File: src/hdl/maximal_munch_tokenizer_macros.svh
// ----------------------------------------------------------------------------
// Tokenizer assertion macros
// Shared property wrappers; every assertion is clocked on clk and gated by reset.
// ----------------------------------------------------------------------------
`ifndef MAXIMAL_MUNCH_TOKENIZER_MACROS_SVH
`define MAXIMAL_MUNCH_TOKENIZER_MACROS_SVH

// same-cycle implication
`define MMT_ASSERT_NOW(lbl, ante, cons, msg) \
	lbl: assert property (@(posedge clk) disable iff (!arst_n) (ante) |-> (cons)) \
		else $error(msg);

// next-cycle implication
`define MMT_ASSERT_NEXT(lbl, ante, cons, msg) \
	lbl: assert property (@(posedge clk) disable iff (!arst_n) (ante) |=> (cons)) \
		else $error(msg);

`endif

File: src/hdl/mmt_pkg.sv
// ----------------------------------------------------------------------------
// mmt_pkg
// Token record, scan modes, kind codes and lexeme tables.
// ----------------------------------------------------------------------------
`default_nettype none
package mmt_pkg;

	typedef enum logic [2:0] {
		MODE_IDLE,
		MODE_IDENT,
		MODE_INT,
		MODE_FLOAT,
		MODE_STR,
		MODE_STR_ESC,
		MODE_PUNCT
	} mode_t;

	localparam logic [5:0] KIND_END         = 6'd0;
	localparam logic [5:0] KIND_UNDEF       = 6'd1;
	localparam logic [5:0] KIND_KW_FIRST    = 6'd2;
	localparam logic [5:0] KIND_IDENT       = 6'd27;
	localparam logic [5:0] KIND_INT         = 6'd28;
	localparam logic [5:0] KIND_FLOAT       = 6'd29;
	localparam logic [5:0] KIND_STRING      = 6'd30;

	localparam logic [7:0] CH_CR     = 8'h0D;
	localparam logic [7:0] CH_LF     = 8'h0A;
	localparam logic [7:0] CH_BSLASH = 8'h5C;
	localparam logic [7:0] CH_QUOTE  = 8'h22;
	localparam logic [7:0] CH_DOT    = 8'h2E;

	localparam int KW_COUNT = 25;
	localparam int KW_CHARS = 6;

	// keyword text, right-justified, first char in the highest used byte
	localparam logic [47:0] KW_TEXT [KW_COUNT] = '{
		48'("let"), 48'("mut"), 48'("fn"), 48'("if"), 48'("else"), 48'("while"),
		48'("for"), 48'("as"), 48'("return"), 48'("extern"), 48'("true"),
		48'("false"), 48'("nil"), 48'("i8"), 48'("i16"), 48'("i32"), 48'("i64"),
		48'("u8"), 48'("u16"), 48'("u32"), 48'("u64"), 48'("f32"), 48'("f64"),
		48'("bool"), 48'("char")
	};
	localparam logic [2:0] KW_LEN [KW_COUNT] = '{
		3'd3, 3'd3, 3'd2, 3'd2, 3'd4, 3'd5, 3'd3, 3'd2, 3'd6, 3'd6, 3'd4,
		3'd5, 3'd3, 3'd2, 3'd3, 3'd3, 3'd3, 3'd2, 3'd3, 3'd3, 3'd3, 3'd3, 3'd3,
		3'd4, 3'd4
	};

	typedef struct packed {
		logic [5:0]  kind;
		logic [15:0] line;
		logic [15:0] column;
		logic [31:0] offset;
		logic [15:0] length;
		logic        last;
	} tok_t;

	// front-to-queue push bundle
	typedef struct packed {
		logic [1:0] count;
		tok_t       tok0;
		tok_t       tok1;
	} push_t;

	// single-byte punctuation kind, 0 when the byte is not punctuation
	function automatic logic [5:0] punct_single(input logic [7:0] b);
		logic [5:0] k;
		unique case (b)
			8'h28: k = 6'd32; 8'h29: k = 6'd33; 8'h7B: k = 6'd34; 8'h7D: k = 6'd35;
			8'h5B: k = 6'd36; 8'h5D: k = 6'd37; 8'h2C: k = 6'd38; 8'h2E: k = 6'd39;
			8'h2D: k = 6'd40; 8'h2B: k = 6'd41; 8'h3B: k = 6'd42; 8'h2F: k = 6'd43;
			8'h2A: k = 6'd44; 8'h21: k = 6'd46; 8'h3D: k = 6'd48; 8'h3C: k = 6'd50;
			8'h3E: k = 6'd52; 8'h25: k = 6'd53; 8'h26: k = 6'd55; 8'h7C: k = 6'd57;
			8'h5E: k = 6'd58; 8'h7E: k = 6'd59; 8'h3F: k = 6'd60; 8'h3A: k = 6'd61;
			default: k = 6'd0;
		endcase
		return k;
	endfunction

	// kinds whose byte may start a two-byte lexeme
	function automatic logic can_pair(input logic [5:0] k);
		return k == 6'd40 || k == 6'd46 || k == 6'd48 || k == 6'd50 ||
			k == 6'd52 || k == 6'd55 || k == 6'd57;
	endfunction

	// two-byte kind from pending single kind and second byte, 0 if none
	function automatic logic [5:0] punct_pair(input logic [5:0] k, input logic [7:0] b);
		logic [5:0] r;
		r = 6'd0;
		if (k == 6'd40 && b == 8'h3E) r = 6'd31;
		if (k == 6'd46 && b == 8'h3D) r = 6'd45;
		if (k == 6'd48 && b == 8'h3D) r = 6'd47;
		if (k == 6'd50 && b == 8'h3D) r = 6'd49;
		if (k == 6'd52 && b == 8'h3D) r = 6'd51;
		if (k == 6'd55 && b == 8'h26) r = 6'd54;
		if (k == 6'd57 && b == 8'h7C) r = 6'd56;
		return r;
	endfunction

endpackage
`default_nettype wire

File: src/hdl/mmt_scan.sv
// ----------------------------------------------------------------------------
// mmt_scan
// Front end: takes one byte a beat, tracks position, emits up to two tokens.
// ----------------------------------------------------------------------------
`default_nettype none
module mmt_scan import mmt_pkg::*; #(
	parameter int POSITION_BITS   = 16,
	parameter int KEYWORD_MAX_LEN = 6
) (
	input  wire logic       clk,
	input  wire logic       arst_n,
	input  wire logic       accept,
	input  wire logic [7:0] in_byte,
	input  wire logic       end_of_input,
	output push_t           push
);

	localparam int IW = $clog2(KEYWORD_MAX_LEN);
	localparam logic [POSITION_BITS-1:0] POS_LIMIT = '1;

	mode_t                      mode_q;
	logic [5:0]                 kind_q;
	logic [15:0]                len_q;
	logic [POSITION_BITS-1:0]   pline_q, pcol_q, cline_q, ccol_q;
	logic [31:0]                poff_q, coff_q;
	logic [7:0]                 prefix_q [KEYWORD_MAX_LEN];

	mode_t                      mode_d;
	logic [5:0]                 kind_d;
	logic [15:0]                len_d;
	logic [POSITION_BITS-1:0]   pline_d, pcol_d, cline_d, ccol_d;
	logic [31:0]                poff_d, coff_d;
	logic                       pfx_we;
	logic [IW-1:0]              pfx_idx;
	tok_t                       tok [2];
	logic [1:0]                 n;
	logic [5:0]                 ident_kind;

	function automatic logic [15:0] sat16(input logic [POSITION_BITS-1:0] v);
		logic [31:0] w;
		w = 32'(v);
		return (w > 32'h0000_FFFF) ? 16'hFFFF : w[15:0];
	endfunction

	function automatic tok_t mk(input logic [5:0] k, input logic [POSITION_BITS-1:0] l,
		input logic [POSITION_BITS-1:0] c, input logic [31:0] o, input logic [15:0] len);
		tok_t t;
		t.kind   = k;
		t.line   = sat16(l);
		t.column = sat16(c);
		t.offset = o;
		t.length = len;
		t.last   = 1'b0;
		return t;
	endfunction

	function automatic logic is_alpha(input logic [7:0] b);
		return (b >= 8'h61 && b <= 8'h7A) || (b >= 8'h41 && b <= 8'h5A);
	endfunction
	function automatic logic is_digit(input logic [7:0] b);
		return b >= 8'h30 && b <= 8'h39;
	endfunction
	function automatic logic is_space(input logic [7:0] b);
		return b == 8'h20 || (b >= 8'h09 && b <= 8'h0D);
	endfunction

	// keyword lookup over the stored prefix
	always_comb begin
		logic [47:0] w;
		w = '0;
		for (int i = 0; i < KW_CHARS; i++)
			if (16'(i) < len_q) w = {w[39:0], prefix_q[i]};
		ident_kind = KIND_IDENT;
		for (int k = KW_COUNT - 1; k >= 0; k--)
			if (len_q == 16'(KW_LEN[k]) && w == KW_TEXT[k])
				ident_kind = KIND_KW_FIRST + 6'(k);
	end

	always_comb begin
		logic       done;
		logic [5:0] pk, sk, fk;
		logic       fv;
		mode_d  = mode_q;  kind_d = kind_q;  len_d = len_q;
		pline_d = pline_q; pcol_d = pcol_q;  poff_d = poff_q;
		cline_d = cline_q; ccol_d = ccol_q;  coff_d = coff_q;
		pfx_we  = 1'b0;
		pfx_idx = len_q[IW-1:0];
		tok[0]  = '0;
		tok[1]  = '0;
		n       = 2'd0;
		done    = 1'b0;
		pk      = punct_pair(kind_q, in_byte);
		sk      = punct_single(in_byte);
		// pending token as flush would emit it
		fv = 1'b1;
		unique case (mode_q)
			MODE_IDENT:               fk = ident_kind;
			MODE_INT:                 fk = KIND_INT;
			MODE_FLOAT:               fk = KIND_FLOAT;
			MODE_STR, MODE_STR_ESC:   fk = KIND_UNDEF;
			MODE_PUNCT:               fk = kind_q;
			default: begin
				fk = KIND_END;
				fv = 1'b0;
			end
		endcase
		if (accept) begin
			if (end_of_input) begin
				if (fv) begin
					tok[n[0]] = mk(fk, pline_q, pcol_q, poff_q, len_q);
					n = n + 2'd1;
				end
				tok[n[0]] = mk(KIND_END, cline_q, ccol_q, coff_q, 16'd0);
				n = n + 2'd1;
				mode_d = MODE_IDLE;
			end else if (in_byte != CH_CR) begin
				unique case (mode_q)
					MODE_IDENT: if (is_alpha(in_byte) || is_digit(in_byte)) begin
						pfx_we = len_q < 16'(KEYWORD_MAX_LEN);
						done = 1'b1;
					end
					MODE_INT: if (is_digit(in_byte)) begin
						done = 1'b1;
					end else if (in_byte == CH_DOT) begin
						done = 1'b1;
						mode_d = MODE_FLOAT;
						kind_d = KIND_FLOAT;
					end
					MODE_FLOAT: done = is_digit(in_byte);
					MODE_STR: begin
						done = 1'b1;
						if (in_byte == CH_BSLASH) begin
							mode_d = MODE_STR_ESC;
						end else if (in_byte == CH_QUOTE) begin
							tok[n[0]] = mk(KIND_STRING, pline_q, pcol_q, poff_q,
								(len_q == 16'hFFFF) ? len_q : len_q + 16'd1);
							n = n + 2'd1;
							mode_d = MODE_IDLE;
						end
					end
					MODE_STR_ESC: begin
						done = 1'b1;
						mode_d = MODE_STR;
					end
					MODE_PUNCT: if (pk != 6'd0) begin
						tok[n[0]] = mk(pk, pline_q, pcol_q, poff_q, 16'd2);
						n = n + 2'd1;
						mode_d = MODE_IDLE;
						done = 1'b1;
					end
					default: mode_d = MODE_IDLE;
				endcase
				if (done && mode_q != MODE_PUNCT && len_q != 16'hFFFF)
					len_d = len_q + 16'd1;
				if (!done) begin
					if (fv) begin
						tok[n[0]] = mk(fk, pline_q, pcol_q, poff_q, len_q);
						n = n + 2'd1;
					end
					mode_d = MODE_IDLE;
					if (!is_space(in_byte)) begin
						if (is_alpha(in_byte) || is_digit(in_byte) || in_byte == CH_QUOTE ||
							(sk != 6'd0 && can_pair(sk))) begin
							len_d   = 16'd1;
							pline_d = cline_q;
							pcol_d  = ccol_q;
							poff_d  = coff_q;
							if (is_alpha(in_byte)) begin
								mode_d = MODE_IDENT; kind_d = KIND_IDENT;
								pfx_we = 1'b1; pfx_idx = '0;
							end else if (is_digit(in_byte)) begin
								mode_d = MODE_INT; kind_d = KIND_INT;
							end else if (in_byte == CH_QUOTE) begin
								mode_d = MODE_STR; kind_d = KIND_STRING;
							end else begin
								mode_d = MODE_PUNCT; kind_d = sk;
							end
						end else begin
							tok[n[0]] = mk((sk != 6'd0) ? sk : KIND_UNDEF, cline_q, ccol_q,
								coff_q, 16'd1);
							n = n + 2'd1;
						end
					end
				end
				// position advance
				coff_d = coff_q + 32'd1;
				if (in_byte == CH_LF) begin
					if (cline_q != POS_LIMIT) cline_d = cline_q + 1'b1;
					ccol_d = POSITION_BITS'(1);
				end else if (ccol_q != POS_LIMIT) begin
					ccol_d = ccol_q + 1'b1;
				end
			end
		end
		if (n == 2'd1) tok[0].last = 1'b1;
		if (n == 2'd2) tok[1].last = 1'b1;
		push.count = n;
		push.tok0  = tok[0];
		push.tok1  = tok[1];
	end

	always_ff @(posedge clk or negedge arst_n) begin
		if (!arst_n) begin
			mode_q  <= MODE_IDLE;
			kind_q  <= KIND_END;
			len_q   <= '0;
			pline_q <= POSITION_BITS'(1);
			pcol_q  <= POSITION_BITS'(1);
			poff_q  <= '0;
			cline_q <= POSITION_BITS'(1);
			ccol_q  <= POSITION_BITS'(1);
			coff_q  <= '0;
		end else begin
			mode_q  <= mode_d;
			kind_q  <= kind_d;
			len_q   <= len_d;
			pline_q <= pline_d;
			pcol_q  <= pcol_d;
			poff_q  <= poff_d;
			cline_q <= cline_d;
			ccol_q  <= ccol_d;
			coff_q  <= coff_d;
		end
	end

	always_ff @(posedge clk) begin
		if (pfx_we) prefix_q[pfx_idx] <= in_byte;
	end

endmodule
`default_nettype wire

File: src/hdl/mmt_queue.sv
// ----------------------------------------------------------------------------
// mmt_queue
// Back end: four-entry token queue, up to two pushes and, while out_ready is high, one pop a cycle.
// ----------------------------------------------------------------------------
`default_nettype none
`include "maximal_munch_tokenizer_macros.svh"
module mmt_queue import mmt_pkg::*; (
	input  wire logic  clk,
	input  wire logic  arst_n,
	input  wire push_t push,
	output logic       space_ok,
	output logic       out_valid,
	input  wire logic  out_ready,
	output tok_t       out_tok
);

	tok_t       ent_q [4];
	logic [1:0] wr_q, rd_q;
	logic [2:0] cnt_q;
	logic       pop;

	assign pop       = out_valid && out_ready;
	assign out_valid = cnt_q != 3'd0;
	assign out_tok   = ent_q[rd_q];
	assign space_ok  = cnt_q <= 3'd2;

	always_ff @(posedge clk or negedge arst_n) begin
		if (!arst_n) begin
			wr_q  <= '0;
			rd_q  <= '0;
			cnt_q <= '0;
		end else begin
			wr_q  <= wr_q + push.count;
			rd_q  <= rd_q + 2'(pop);
			cnt_q <= cnt_q + 3'(push.count) - 3'(pop);
		end
	end

	always_ff @(posedge clk) begin
		if (push.count != 2'd0) ent_q[wr_q] <= push.tok0;
		if (push.count == 2'd2) ent_q[wr_q + 2'd1] <= push.tok1;
	end

	`MMT_ASSERT_NOW(a_no_overflow, push.count != 2'd0, cnt_q <= 3'd2, "push into full queue")
	`MMT_ASSERT_NOW(a_cnt_bound, 1'b1, cnt_q <= 3'd4, "queue count out of range")
	`MMT_ASSERT_NEXT(a_pop_only, pop && push.count == 2'd0, cnt_q == $past(cnt_q) - 3'd1, "pop count slip")

endmodule
`default_nettype wire

File: src/hdl/maximal_munch_tokenizer.sv
// ----------------------------------------------------------------------------
// maximal_munch_tokenizer
// Longest-match tokenizer: source bytes in, token records out.
// ----------------------------------------------------------------------------
//  channel | dir | beat contents
//  s_*     | in  | tdata[7:0] in_byte; tlast end_of_input
//  m_*     | out | tdata kind/line/column/offset/length; tlast last_of_run
//
//  One byte is taken per ready cycle; each byte yields zero, one or two tokens.
//  The scanner state registers on each accepted byte, so bytes go back to back.
//  Tokens drain one per cycle while m_tready is high, from a 4-entry queue;
//  s_tready drops above two entries, so a two-token byte can stall the next.
//  arst_n clears mode, counters and queue pointers; no clearing pass.
// ----------------------------------------------------------------------------
`default_nettype none
module maximal_munch_tokenizer import mmt_pkg::*; #(
	parameter int POSITION_BITS   = 16,
	parameter int KEYWORD_MAX_LEN = 6
) (
	input  wire logic        clk,
	input  wire logic        arst_n,
	input  wire logic        s_tvalid,
	output logic             s_tready,
	input  wire logic [7:0]  s_tdata,   // [7:0] in_byte
	input  wire logic        s_tlast,   // end_of_input
	output logic             m_tvalid,
	input  wire logic        m_tready,
	// [5:0] token_kind, [21:6] start_line, [37:22] start_column,
	// [69:38] start_offset, [85:70] token_length, [87:86] zero
	output logic [87:0]      m_tdata,
	output logic             m_tlast    // last_of_run
);

	push_t push;
	tok_t  head;
	logic  space_ok;

	assign s_tready = space_ok;

	// front: byte classification and token assembly
	mmt_scan #(
		.POSITION_BITS  (POSITION_BITS),
		.KEYWORD_MAX_LEN(KEYWORD_MAX_LEN)
	) u_scan (
		.clk         (clk),
		.arst_n      (arst_n),
		.accept      (s_tvalid && space_ok),
		.in_byte     (s_tdata),
		.end_of_input(s_tlast),
		.push        (push)
	);

	// back: token queue toward the output beat
	mmt_queue u_queue (
		.clk      (clk),
		.arst_n   (arst_n),
		.push     (push),
		.space_ok (space_ok),
		.out_valid(m_tvalid),
		.out_ready(m_tready),
		.out_tok  (head)
	);

	assign m_tdata = {2'b00, head.length, head.offset, head.column, head.line, head.kind};
	assign m_tlast = head.last;

endmodule
`default_nettype wire
File: config.mk
export PLATFORM = sky130hd
export DESIGN_NAME = maximal_munch_tokenizer
export DESIGN_NICKNAME = d
export VERILOG_FILES = /design/src/hdl/mmt_pkg.sv /design/src/hdl/mmt_scan.sv /design/src/hdl/mmt_queue.sv /design/src/hdl/maximal_munch_tokenizer.sv
export VERILOG_INCLUDE_DIRS = /design/src /design/src/hdl
export SDC_FILE = /design/constraint.sdc
export NUM_CORES = 2
export LEC_CHECK = 0
export ABC_CLOCK_PERIOD_IN_PS = 15000
export CORE_MARGIN = 3
export CORE_UTILIZATION = 40
export DETAILED_ROUTE_END_ITERATION = 6
export DONT_BUFFER_PORTS = 1
export SYNTH_ARGS = -nofsm -noshare
export SYNTH_HDL_FRONTEND = slang
export SYNTH_SLANG_ARGS = --single-unit
File: constraint.sdc
create_clock -name clk -period 15 [get_ports clk]
set_input_delay 1.5 -clock clk [delete_from_list [all_inputs] [get_ports clk]]
set_output_delay 1.5 -clock clk [all_outputs]
set_load 0.01 [all_outputs]
==> run metrics <==
Seq/Total Area, Yosys=0.485; DRT Wirelength=102000 um; initial antenna violation count=1; First-pass DRT Iterations=6; # resized after CTS=0; Pwr Total=5.41 mW; cell family with most CP delay=simple AND/OR/NAND/NOR gates; Slew headroom=0.0959; detailed-route vias per instance=between 6 and 7; multiplexer area fraction after synthesis=0.0843; Iteration-0 DRC Markers=3030; max-cap viol count=0; kind of critical path=in2reg; Final Slew Violations=0; most used cell, CP=nor2_1; CTS tree=yes; CTS Buffer Depth=3; CP max stage delay=0.91 ns; design area=0.0354 sq mm; Avg Inst Size Synth=approximately 9.6 sq um; Leak=~12 nW; Top Ports=104; Min-Delay Path Class=reg2reg; Crit-path slowest cell=nor2_4; Die Area=0.0854 sq mm; Mapped Area=0.0328 sq mm; number of routed nets with antenna violations=0; H-tree Lvls=2; worst-path cell chain=or4b_2 -> nor3_1 -> nand4_1 -> nor3b_1 -> a21oi_2 -> nor2_1 -> ha_1 -> inv_1 -> nand3_1 -> mux2i_1 -> or3_1 -> nor2_1 -> a22oi_1 -> nor2_4 -> buf_4; Placed Area=0.0332 sq mm; Buf/Inv on CP=2; final count of hold timing violations=0; Die Ht=292 um; Setup TNS Final=0 ns; Worst-path clk slew=0.07 ns; Initial Utilization=0.406; # DRC=0; Post-Synth Adder-Cell Area=0.00557; crit path time final=approximately 7.0 ns; first-pass GRT wire length=between 150000 and 200000 um; Die W=292 um; vias=27000; async set-reset flop share out of synthesis=0.288; total core area=0.0808 sq mm; worst slew pin tran=1.36 ns; Peak VDD IR=0.000177 V; filler cell count=approximately 7600; DR WL/cell=23.8 um; Power Density=153 mW/mm^2; root buffer cell=clkbuf_16; Sink Count=556; PnR worst setup slack=around 8.0 ns; crit end category=register; unrepaired setup endpoints after global routing=false; CP startpoint kind=primary input; Setup Skew=around 0.063 ns; Yosys Warn Count=0; Synth Area in XOR/XNOR=0.0190; I/O Buffers=0; vias in the first global route=roughly 25000; Fmax achieved=144 MHz; period utilisation layout=0.464; Mapped Cells=3404; Worst Path Max Fanout=53; Yosys cell types=around 100; DP Wirelength=60800 um; number of setup buffers added after CTS=0; Post-Synth Simple-Gate Area=0.198; final setup fails=0; largest family of logic cells by synthesized area=simple AND/OR/NAND/NOR gates; GPL Wtd Cong=about 0.97; # rows=104; hold buffers post-CTS=0; CP arrival=about 7.2 ns; pin count of the biggest net entering global routing=about 260; flops & latches, synth=556; Worst-Skew Late Latency=0.66 ns; Compound-Gate Fraction of Synth Area=0.162; layout cell share with drive strength beyond 1=0.112; Final Util=0.438; status=complete, no violations; Critical Path RT=15.23 ns; Most used DFF post-synth=edfxtp_1; EDFF count, synth=~400; GRT Overall Usage=0.234; DP Worst Slack=around 7.5 ns; cts bufs inserted=61; Overflow after GRT=0; Nets=3197; Area Overhead vs Synth=7.91%
[worst register-to-register path, cell delays in order, from the launching register on]
cell      delay, ns
dfrtp_1        0.49
nor4bb_1       0.67
nand4_1        0.16
nor3_1         0.47
nor3b_1        0.18
a21oi_2        0.43
nor2_1         0.20
ha_1           0.45
inv_1          0.11
nand3_1        0.08
mux2i_1        0.10
or3_1          0.65
nor2_1         0.18
a22oi_1        0.11
nor2_4         0.91
buf_4          0.89
[synthesized netlist by cell type, drive strengths merged (8+ instances only)]
| cell type | instances | area share |
|---|---|---|
| dfrtp | 156 | 0.12 |
| mux4 | 87 | 0.060 |
| nand3 | 376 | 0.057 |
| o221ai | 10 | 0.0027 |
| edfxtp | 396 | 0.36 |
| buf | 55 | 0.0086 |
| nor2 | 220 | 0.026 |
| a221oi | 13 | 0.0048 |
| a31oi | 34 | 0.0071 |
| a21o | 11 | 0.0025 |
| xnor2 | 37 | 0.0099 |
| or2 | 11 | 0.0021 |
| mux2i | 14 | 0.0043 |
| clkbuf | 289 | 0.033 |
| or3 | 14 | 0.0027 |
| nand4b | 9 | 0.0024 |
| nor4 | 32 | 0.0066 |
| a21oi | 272 | 0.042 |
| ha | 13 | 0.0050 |
| nor2b | 18 | 0.0034 |
| o211ai | 13 | 0.0030 |
| nand2b | 29 | 0.0055 |
| o22ai | 22 | 0.0042 |
| nand4 | 36 | 0.0071 |
| nor3b | 8 | 0.0020 |
| inv | 33 | 0.0038 |
| a22o | 11 | 0.0029 |
| o21ai | 391 | 0.060 |
| and2 | 29 | 0.0055 |
| a211oi | 12 | 0.0032 |
| mux2 | 59 | 0.020 |
| xor2 | 34 | 0.0091 |
| nor4bb | 8 | 0.0024 |
| nand2 | 369 | 0.042 |
| nand3b | 11 | 0.0025 |
| o31ai | 15 | 0.0034 |
| and3 | 33 | 0.0063 |
| nor3 | 72 | 0.011 |
| or4 | 15 | 0.0036 |
| a32oi | 8 | 0.0024 |
| and4 | 11 | 0.0029 |
[kinds of logic after synthesis]
kind of cell,count (synthesis)
compound gates,899
xor+xnor,71
fa+ha+maj,14
buf+inv,379
flops,556
mux,160
other cells,1
simple gates,1324
[path summary, 6_finish.rpt]
| check | from | to | slack (ns) | cells after the start |
|---|---|---|---|---|
| worst min register to register | u_scan.pline_q[6] | u_scan.pline_q[6] | 0.48 | 2 |
| worst max-delay path | s_tdata[7] | u_queue.ent_q[2][73] | 8.04 | 15 |
| worst min-delay path | u_scan.pline_q[6] | u_scan.pline_q[6] | 0.48 | 2 |
| worst max register to register | u_scan.kind_q[1] | u_queue.ent_q[2][73] | 8.50 | 15 |
| min in group asynchronous | arst_n | u_scan.poff_q[27] | 0.56 | 0 |
| max in group asynchronous | arst_n | u_scan.pline_q[7] | 14.15 | 0 |
[sequential cells by signal (all words and copies together) (netlist names)]
register	flops
u_queue.cnt_q	3
u_scan.pcol_q	16
u_scan.mode_q	3
u_scan.ccol_q	16
u_scan.pline_q	16
u_queue.rd_q	2
u_scan.poff_q	32
u_scan.prefix_q	48
u_scan.kind_q	6
u_queue.wr_q	2
u_scan.len_q	16
u_scan.cline_q	16
u_scan.coff_q	32
u_queue.ent_q	348
[power breakdown]
| part | switching, mW | internal [mW] |
|---|---|---|
| Combinational | 1.32 | 0.515 |
| Clock | 0.644 | 0.923 |
| Sequential | 0.173 | 1.84 |
[layer usage]
metal | routed length [um] | GRT usage
met2 | 45800 | 0.364
met5 | 0 | 0
met1 | 43200 | 0.328
met4 | 2920 | 0.0711
met3 | 10100 | 0.0532
[cell usage in the layout, fill, tap and decap left out, types with 10 or more instances in the layout]
cell       instances
or4_1             14
o31ai_1           15
nor2_1           210
nand2_1          365
inv_1             32
o21ai_0          379
nand3_1          376
or3_1             14
o221ai_1          10
and3_1            33
xnor2_1           37
and4_1            11
o21ai_1           10
xor2_1            34
buf_4             45
o211ai_1          13
clkbuf_8          12
mux4_2            87
mux2i_1           14
nand3b_1          11
a31oi_1           32
nor4_1            30
edfxtp_1         396
mux2_2            59
dfrtp_1          154
a22o_1            11
nor2b_1           18
a21o_1            11
clkbuf_16         63
a21oi_1          269
ha_1              13
clkbuf_1          17
and2_1            24
nor3_1            70
nand2b_1          29
o22ai_1           22
nand4_1           35
[per-stage QoR]
| stage | hold WS, ns | std cells |
|---|---|---|
| 2_1_floorplan | 0.446 | 3405 |
| 3_3_place_gp | 0.458 | 4167 |
| 3_5_place_dp | 0.464 | 4167 |
| 4_1_cts | 0.480 | 4283 |
| 5_1_grt | 0.489 | 4283 |
| 6_report | 0.480 | 4285 |
[final cells by class]
| type | instances | area, sq um | area share |
|---|---|---|---|
| Antenna cell | 2 | 5.00 | 0.000142 |
| Multi-Input combinational cell | 2470 | 15500 | 0.438 |
| Sequential cell | 556 | 15900 | 0.450 |
| Clock inverter | 24 | 329 | 0.00931 |
| Clock buffer | 92 | 1810 | 0.0511 |
| Tap cell | 1060 | 1330 | 0.0375 |
| Inverter | 35 | 133 | 0.00375 |
| Timing Repair Buffer | 46 | 358 | 0.0101 |
Note: power is estimated with default switching activity, not from simulation.
